$ cat src/sv/svps_pkg.sv
`timescale 1ns / 1ps
// ----------------------------------------------------------------------------
// svps_pkg
// shared types, codes and reset values of the supply voltage supervisor
// ----------------------------------------------------------------------------
package svps_pkg;

  localparam int SAMPLE_W = 12;
  localparam int ADC_BITS_DEF = 12;
  localparam int CFG_IDX_W = 3;
  localparam int ACT_W = 3;
  localparam int WS_W = 3;

  typedef logic [SAMPLE_W-1:0] sample_t;

  // register indexes
  localparam logic [CFG_IDX_W-1:0] REG_MIN_VALID   = 3'd0;
  localparam logic [CFG_IDX_W-1:0] REG_LOW_TOP     = 3'd1;
  localparam logic [CFG_IDX_W-1:0] REG_FULL_BOTTOM = 3'd2;
  localparam logic [CFG_IDX_W-1:0] REG_FULL_TOP    = 3'd3;
  localparam logic [CFG_IDX_W-1:0] REG_HIGH_BOTTOM = 3'd4;
  localparam logic [CFG_IDX_W-1:0] REG_MAX_VALID   = 3'd5;

  localparam sample_t RST_MIN_VALID   = 12'd683;
  localparam sample_t RST_LOW_TOP     = 12'd956;
  localparam sample_t RST_FULL_BOTTOM = 12'd1161;
  localparam sample_t RST_FULL_TOP    = 12'd2485;
  localparam sample_t RST_HIGH_BOTTOM = 12'd2553;
  localparam sample_t RST_MAX_VALID   = 12'd3618;

  typedef struct packed {
    sample_t min_valid;
    sample_t low_top;
    sample_t full_bottom;
    sample_t full_top;
    sample_t high_bottom;
    sample_t max_valid;
  } thr_t;

  typedef enum logic [1:0] {
    LV_FULL = 2'd0,
    LV_LOW  = 2'd1,
    LV_HIGH = 2'd2,
    LV_ABN  = 2'd3
  } level_t;

  // band sort result: a level, or keep the last one
  typedef struct packed {
    logic   keep;
    level_t level;
  } band_t;

  typedef enum logic [4:0] {
    PH_ACTIVE   = 5'b00001,
    PH_TO_SBY   = 5'b00010,
    PH_ENTERING = 5'b00100,
    PH_STANDBY  = 5'b01000,
    PH_TO_ACT   = 5'b10000
  } phase_t;

  localparam logic [WS_W-1:0] WS_ACTIVE   = 3'd0;
  localparam logic [WS_W-1:0] WS_TO_SBY   = 3'd1;
  localparam logic [WS_W-1:0] WS_ENTERING = 3'd2;
  localparam logic [WS_W-1:0] WS_STANDBY  = 3'd3;
  localparam logic [WS_W-1:0] WS_TO_ACT   = 3'd4;

  localparam logic [ACT_W-1:0] ACT_NONE       = 3'd0;
  localparam logic [ACT_W-1:0] ACT_NOTOP_FULL = 3'd1;
  localparam logic [ACT_W-1:0] ACT_ABN_FULL   = 3'd2;
  localparam logic [ACT_W-1:0] ACT_FULL_NOTOP = 3'd3;
  localparam logic [ACT_W-1:0] ACT_ABN_NOTOP  = 3'd4;
  localparam logic [ACT_W-1:0] ACT_NOTOP_ABN  = 3'd5;
  localparam logic [ACT_W-1:0] ACT_FULL_ABN   = 3'd6;

  typedef struct packed {
    logic [ACT_W-1:0] action;
    level_t           level;
    logic [WS_W-1:0]  wake;
    logic             deinit_req;
    logic             stop_req;
  } res_t;

endpackage

$ cat src/sv/svps_band.sv
`timescale 1ns / 1ps
// ----------------------------------------------------------------------------
// svps_band
// sorts one supply sample into full, low, high or abnormal band
// ----------------------------------------------------------------------------
module svps_band (
  input  svps_pkg::sample_t sample,
  input  svps_pkg::thr_t    thr,
  output svps_pkg::band_t   band
);
  import svps_pkg::*;

  // first match wins; gaps between bands keep the last level
  always_comb begin
    band = '{keep: 1'b1, level: LV_ABN};
    if (sample > thr.full_bottom && sample < thr.full_top) begin
      band = '{keep: 1'b0, level: LV_FULL};
    end else if (sample >= thr.min_valid && sample < thr.low_top) begin
      band = '{keep: 1'b0, level: LV_LOW};
    end else if (sample > thr.high_bottom && sample <= thr.max_valid) begin
      band = '{keep: 1'b0, level: LV_HIGH};
    end else if (sample < thr.min_valid || sample > thr.max_valid) begin
      band = '{keep: 1'b0, level: LV_ABN};
    end
  end

endmodule

$ cat src/sv/svps_seq.sv
`timescale 1ns / 1ps
// ----------------------------------------------------------------------------
// svps_seq
// wake sequencer and supply level tracker with transition actions
// ----------------------------------------------------------------------------
module svps_seq (
  input  logic            clk,
  input  logic            rst,
  input  logic            step,
  input  svps_pkg::band_t band,
  input  logic            wake_pin,
  input  logic            deinit_done,
  output svps_pkg::res_t  res
);
  import svps_pkg::*;

  phase_t wake_phase, wake_phase_next;
  level_t supply_level, supply_level_next;

  logic             eval;
  logic             no_change;
  logic             was_notop;
  level_t           new_level;
  logic [ACT_W-1:0] action;
  logic             deinit_req, stop_req;
  logic [WS_W-1:0]  wake_code;

  always_comb begin
    wake_phase_next = wake_phase;
    eval            = 1'b0;
    new_level       = band.level;
    no_change       = band.keep;
    deinit_req      = 1'b0;
    stop_req        = 1'b0;
    case (wake_phase)
      PH_ACTIVE: begin
        eval = 1'b1;
        if (wake_pin) wake_phase_next = PH_TO_SBY;
      end
      PH_TO_SBY: begin
        // forced abnormal on the way down
        eval            = 1'b1;
        new_level       = LV_ABN;
        no_change       = 1'b0;
        wake_phase_next = PH_ENTERING;
      end
      PH_ENTERING: begin
        deinit_req = 1'b1;
        if (deinit_done) begin
          wake_phase_next = PH_STANDBY;
          stop_req        = 1'b1;
        end
      end
      PH_STANDBY: begin
        if (!wake_pin) wake_phase_next = PH_TO_ACT;
      end
      PH_TO_ACT: begin
        eval            = 1'b1;
        wake_phase_next = PH_ACTIVE;
      end
      default: begin
        wake_phase_next = PH_STANDBY;
      end
    endcase
  end

  always_comb begin
    was_notop         = (supply_level == LV_LOW) || (supply_level == LV_HIGH);
    supply_level_next = supply_level;
    action            = ACT_NONE;
    if (eval && !no_change && new_level != supply_level) begin
      supply_level_next = new_level;
      case (new_level)
        LV_FULL: action = was_notop ? ACT_NOTOP_FULL : ACT_ABN_FULL;
        // low to high also reports abn-notop
        LV_LOW, LV_HIGH: action = (supply_level == LV_FULL) ? ACT_FULL_NOTOP : ACT_ABN_NOTOP;
        default: action = was_notop ? ACT_NOTOP_ABN : ACT_FULL_ABN;
      endcase
    end
  end

  always_comb begin
    case (wake_phase_next)
      PH_ACTIVE:   wake_code = WS_ACTIVE;
      PH_TO_SBY:   wake_code = WS_TO_SBY;
      PH_ENTERING: wake_code = WS_ENTERING;
      PH_TO_ACT:   wake_code = WS_TO_ACT;
      default:     wake_code = WS_STANDBY;
    endcase
  end

  assign res = '{action: action, level: supply_level_next, wake: wake_code,
                 deinit_req: deinit_req, stop_req: stop_req};

  always_ff @(posedge clk) begin
    if (rst) begin
      wake_phase   <= PH_STANDBY;
      supply_level <= LV_ABN;
    end else if (step) begin
      wake_phase   <= wake_phase_next;
      supply_level <= supply_level_next;
    end
  end

endmodule

$ cat src/sv/supply_voltage_power_supervisor.sv
`timescale 1ns / 1ps
// ----------------------------------------------------------------------------
// supply_voltage_power_supervisor
// supply band sorting with hysteresis and a standby/wake sequencer
// ----------------------------------------------------------------------------
// One beat in gives one beat out. A beat is registered, then sorted and
// sequenced and captured in the result register once that register is free,
// and a new beat is taken every cycle while out_stall is low: the only loop
// is the wake phase and supply level state, which is updated once per beat.
// While a result waits under out_stall the input register still takes one
// beat, and the beat after it is stalled. Threshold registers are written
// through cfg_write / cfg_index / cfg_data; the user must do so only while no
// beat is in flight, which the block itself does not enforce. Data bits above
// ADC_BITS are dropped, and the sample is masked the same way.
module supply_voltage_power_supervisor #(
  parameter int ADC_BITS = svps_pkg::ADC_BITS_DEF
) (
  input  logic                              clk,
  input  logic                              rst,
  // input channel
  input  logic                              in_valid,
  output logic                              in_stall,
  input  logic [svps_pkg::SAMPLE_W-1:0]     adc_sample,
  input  logic                              wake_pin,
  input  logic                              deinit_done,
  // result channel
  output logic                              out_valid,
  input  logic                              out_stall,
  output logic [svps_pkg::ACT_W-1:0]        transition_action,
  output logic [1:0]                        voltage_level,
  output logic [svps_pkg::WS_W-1:0]         wake_state,
  output logic                              deinit_request,
  output logic                              stop_request,
  // configuration write port
  input  logic                              cfg_write,
  input  logic [svps_pkg::CFG_IDX_W-1:0]    cfg_index,
  input  logic [svps_pkg::SAMPLE_W-1:0]     cfg_data
);
  import svps_pkg::*;

  // effective converter bits; fields wider than the port are capped
  localparam int EFF_W = (ADC_BITS < SAMPLE_W) ? ADC_BITS : SAMPLE_W;
  localparam sample_t ADC_MASK = sample_t'((1 << EFF_W) - 1);

  // threshold registers
  thr_t thr;

  always_ff @(posedge clk) begin
    if (rst) begin
      thr.min_valid   <= RST_MIN_VALID;
      thr.low_top     <= RST_LOW_TOP;
      thr.full_bottom <= RST_FULL_BOTTOM;
      thr.full_top    <= RST_FULL_TOP;
      thr.high_bottom <= RST_HIGH_BOTTOM;
      thr.max_valid   <= RST_MAX_VALID;
    end else if (cfg_write) begin
      case (cfg_index)
        REG_MIN_VALID:   thr.min_valid   <= cfg_data & ADC_MASK;
        REG_LOW_TOP:     thr.low_top     <= cfg_data & ADC_MASK;
        REG_FULL_BOTTOM: thr.full_bottom <= cfg_data & ADC_MASK;
        REG_FULL_TOP:    thr.full_top    <= cfg_data & ADC_MASK;
        REG_HIGH_BOTTOM: thr.high_bottom <= cfg_data & ADC_MASK;
        REG_MAX_VALID:   thr.max_valid   <= cfg_data & ADC_MASK;
        default: ;  // writes beyond the list are dropped
      endcase
    end
  end

  // handshake: input register s1, result register on the output
  logic    s1_valid;
  sample_t s1_sample;
  logic    s1_wake, s1_done;
  logic    out_load;
  logic    in_take;

  assign out_load = s1_valid && (!out_valid || !out_stall);
  assign in_stall = s1_valid && !out_load;
  assign in_take  = in_valid && !in_stall;

  always_ff @(posedge clk) begin
    if (rst) begin
      s1_valid <= 1'b0;
    end else if (in_take) begin
      s1_valid <= 1'b1;
    end else if (out_load) begin
      s1_valid <= 1'b0;
    end
  end

  // payload needs no reset
  always_ff @(posedge clk) begin
    if (in_take) begin
      s1_sample <= adc_sample & ADC_MASK;
      s1_wake   <= wake_pin;
      s1_done   <= deinit_done;
    end
  end

  // band sort and sequencer, state advances once per beat
  band_t band;
  res_t  res;

  svps_band u_band (
    .sample (s1_sample),
    .thr    (thr),
    .band   (band)
  );

  svps_seq u_seq (
    .clk         (clk),
    .rst         (rst),
    .step        (out_load),
    .band        (band),
    .wake_pin    (s1_wake),
    .deinit_done (s1_done),
    .res         (res)
  );

  // result register
  res_t res_q;

  always_ff @(posedge clk) begin
    if (rst) begin
      out_valid <= 1'b0;
    end else if (out_load) begin
      out_valid <= 1'b1;
    end else if (!out_stall) begin
      out_valid <= 1'b0;
    end
  end

  always_ff @(posedge clk) begin
    if (out_load) begin
      res_q <= res;
    end
  end

  assign transition_action = res_q.action;
  assign voltage_level     = res_q.level;
  assign wake_state        = res_q.wake;
  assign deinit_request    = res_q.deinit_req;
  assign stop_request      = res_q.stop_req;

endmodule

$ cat config.mk
export PLATFORM = sky130hd
export DESIGN_NAME = supply_voltage_power_supervisor
export DESIGN_NICKNAME = d
export VERILOG_FILES = /design/src/sv/svps_pkg.sv /design/src/sv/svps_band.sv /design/src/sv/svps_seq.sv /design/src/sv/supply_voltage_power_supervisor.sv
export SDC_FILE = /design/constraint.sdc
export NUM_CORES = 1
export LEC_CHECK = 0
export BUFFER_PORTS_ARGS = -buffer_cell sky130_fd_sc_hd__buf_2
export CORE_ASPECT_RATIO = 0.9
export CORE_UTILIZATION = 60
export DETAILED_ROUTE_END_ITERATION = 8
export GPL_TIMING_DRIVEN = 0
export PLACE_DENSITY = 0.8
export SYNTH_ARGS = -nofsm -noshare
export SYNTH_HDL_FRONTEND = slang
export SYNTH_SLANG_ARGS = --single-unit
export TNS_END_PERCENT = 5
$ cat constraint.sdc
create_clock -name clk -period 8.08 [get_ports clk]
set_clock_uncertainty 0.15 [all_clocks]
set_input_delay 1.616 -clock clk [delete_from_list [all_inputs] [get_ports clk]]
set_output_delay 1.616 -clock clk [all_outputs]
set_load 0.005 [all_outputs]
==> results_dict.tcl <==
set metrics [dict create \
    die_w_um 106 \
    fin_cells 872 \
    cts_setup_buffers 0 \
    critPathMaxStageDelay_ps 200 \
    io_buffers 43 \
    finalSetupViolCount 0 \
    final_cell_area_mm2 0.00635 \
    cts_tree "yes" \
    drt-initial-drc-count 282 \
    synth_nets 798 \
    maxCapViolCount 0 \
    critPathSlowestCell "and3_1" \
    r2r_slack_ps 4360 \
    n_antenna_cell 0 \
    vias_per_cell 5.72 \
    syn_inst 691 \
    vias 4990 \
    cts-root-buf "clkbuf_8" \
    setup_tns_ps 0 \
    firstDrtPassIters 4 \
    arrival_ps 2060 \
    numCtsBuffers 9 \
    path_cells "buf_2 -> and3_1 -> buf_2" \
    worstMarginPinSlew_ps 1210 \
    leakagePower_uw 0.00288 \
    grt_first_pass_wirelength_mm 22.6 \
    grt_pass1_vias 4793 \
    grt_usage_pct 29.7 \
    post_dp_cell_area_mm2 0.00616 \
    synth.ff_latch_count 105 \
    gp_congestion 0.866 \
    slew_violations 0 \
    endpoint_kind "primary output" \
    nets 852 \
    nFillCells 760 \
    cts_buffer_depth 2 \
    cts_hold_buffers 0 \
    area.growth.synth_to_final_pct 9.50 \
    post-route-period-util_pct 47.4 \
    rsz0062_at_grt "no" \
    grt-ovfl-total 0 \
    antenna_found_initial 0 \
    drc 0 \
    cts.sinks 105 \
    crit_fanout 3 \
    cts_resized 0 \
    post_drt_wl_per_cell_um 16.2 \
    fin_total_pwr_uw 1030 \
    worstPathRequired_ps 6310 \
    row_count 33 \
    cpMostUsedCell "buf_2" \
    holdCritPathClass "reg2reg" \
    start_kind "primary input" \
    synth_flop_cell "dfxtp_1" \
    yosysSeqAreaShare_pct 40.4 \
    outcome "complete, no violations" \
    cts.reportedPaths.clkPinSlew_ps 100 \
    io_pins 46 \
    drive_gt1_share_pct 8.67 \
    hold_violations 0 \
    max_freq_ghz 0.261 \
    start_util_pct 62.7 \
    ys_warn_count 0 \
    synth_edf_count 24 \
    grt_max_degree 19 \
    power.density_mw_per_mm2 162 \
    maxSlewHeadroom_pct 18.9 \
    hpwl_mm 10.7 \
    cts-htree-levels 3 \
    synth.avg_cell_area_um2 8.39 \
    synth_area_mm2 0.00580 \
    die_h_um 95.3 \
    dieArea_mm2 0.0101 \
    ir_drop_uv 131 \
    layout_min_cycle_time_ps 3830 \
    layout_common_cells "nand2_1, dfxtp_1, inv_1" \
    ant_nets 0 \
    placed_cells 856 \
    clk_latency_ps 390 \
    ys_async_sr_fraction_pct 0 \
    wirelength_mm 14.1 \
    layout_commonest_cell "nand2_1" \
    core_area_mm2 0.00925 \
    whs_ps 311 \
    crit_type "in2out" \
    yosysUniqueCellTypes 49 \
]
==> cells in the mapped netlist, types with 3 or more instances <==
master,instances,area share (%)
nand2_1,156,10
dfxtp_1,81,28
inv_1,75,4.9
ha_1,73,16
a21oi_1,67,5.8
nand3b_1,30,3.9
nor2_1,27,1.7
edfxtp_1,24,12
clkbuf_1,22,1.4
o21ai_0,21,1.8
nor3_1,14,1.2
nand4_1,11,1.2
a211o_1,9,1.4
nor2b_1,8,0.86
a21o_1,6,0.78
nand3_1,6,0.52
or3_1,6,0.65
nand2b_1,5,0.54
and3_1,4,0.43
and4_1,4,0.60
a211oi_1,3,0.39
nor3b_1,3,0.39
o22ai_1,3,0.32
==> metrics by stage <==
| step | worst slack (ps) | util, % |
|---|---|---|
| floorplan | 4510 | - |
| global placement | 4270 | 66.7 |
| detailed placement | 4260 | 66.7 |
| CTS | 4260 | 68.6 |
| global route | 4080 | 68.6 |
| finish | 4250 | 68.6 |
==> cell families after synthesis <==
kind of cell	after synthesis	share of synthesized area (%)
fa+ha+maj	73	15.8
compound gates	131	13.8
flops	105	40.4
simple gates	283	23.5
buf+inv	99	6.54
==> critical path: cells and delay by family <==
family | cells | cell delay [ps]
AND/OR/NAND/NOR | 1 | 200
buffers and inverters | 2 | 250
==> final cells by class <==
cell class,count,area (um^2),share of cell area (%)
buffer,23,93.8,1.48
clock buffer,10,128,2.01
clock inverter,6,55.1,0.867
inverter,76,285,4.49
multi-input combinational,487,3080,48.5
sequential,105,2340,36.9
tap,122,153,2.40
timing repair buffer,43,215,3.39
==> sequential cells by signal, summed over array words and instances, names as in the netlist, 2 cells and up <==
register	count
transition_action	3
voltage_level	2
thr	72
wake_state	3
u_seq.supply_level	2
s1_sample	12
u_seq.wake_phase	5
==> worst paths after layout <==
kind | from | endpoint | cells after the start
max | out_stall | in_stall | 3
min reg2reg | thr[38]$_SDFFE_PP0P_ | thr[38]$_SDFFE_PP0P_ | 2
min | thr[38]$_SDFFE_PP0P_ | thr[38]$_SDFFE_PP0P_ | 2
max reg2reg | s1_sample[2]$_DFFE_PP_ | transition_action[1]$_SDFFCE_PN0P_ | 13
==> layer usage <==
metal | share of wire (%) | routed length (um) | up-vias | track usage [%]
li1 | - | - | 2481 | -
met1 | 43 | 6120 | 2333 | 35.8
met2 | 48 | 6770 | 147 | 52.3
met3 | 6.6 | 934 | 29 | 6.77
met4 | 2.1 | 291 | 0 | 10.8
met5 | 0 | 0 | - | 0
==> power by group <==
group | total (uW) | internal, uW | switching (uW)
sequential | 572 | 555 | 16.6
combinational | 153 | 62.3 | 91.1
clock | 306 | 116 | 190
total | 1030 | 734 | 297
No activity file was read; power rests on OpenSTA's default activity.
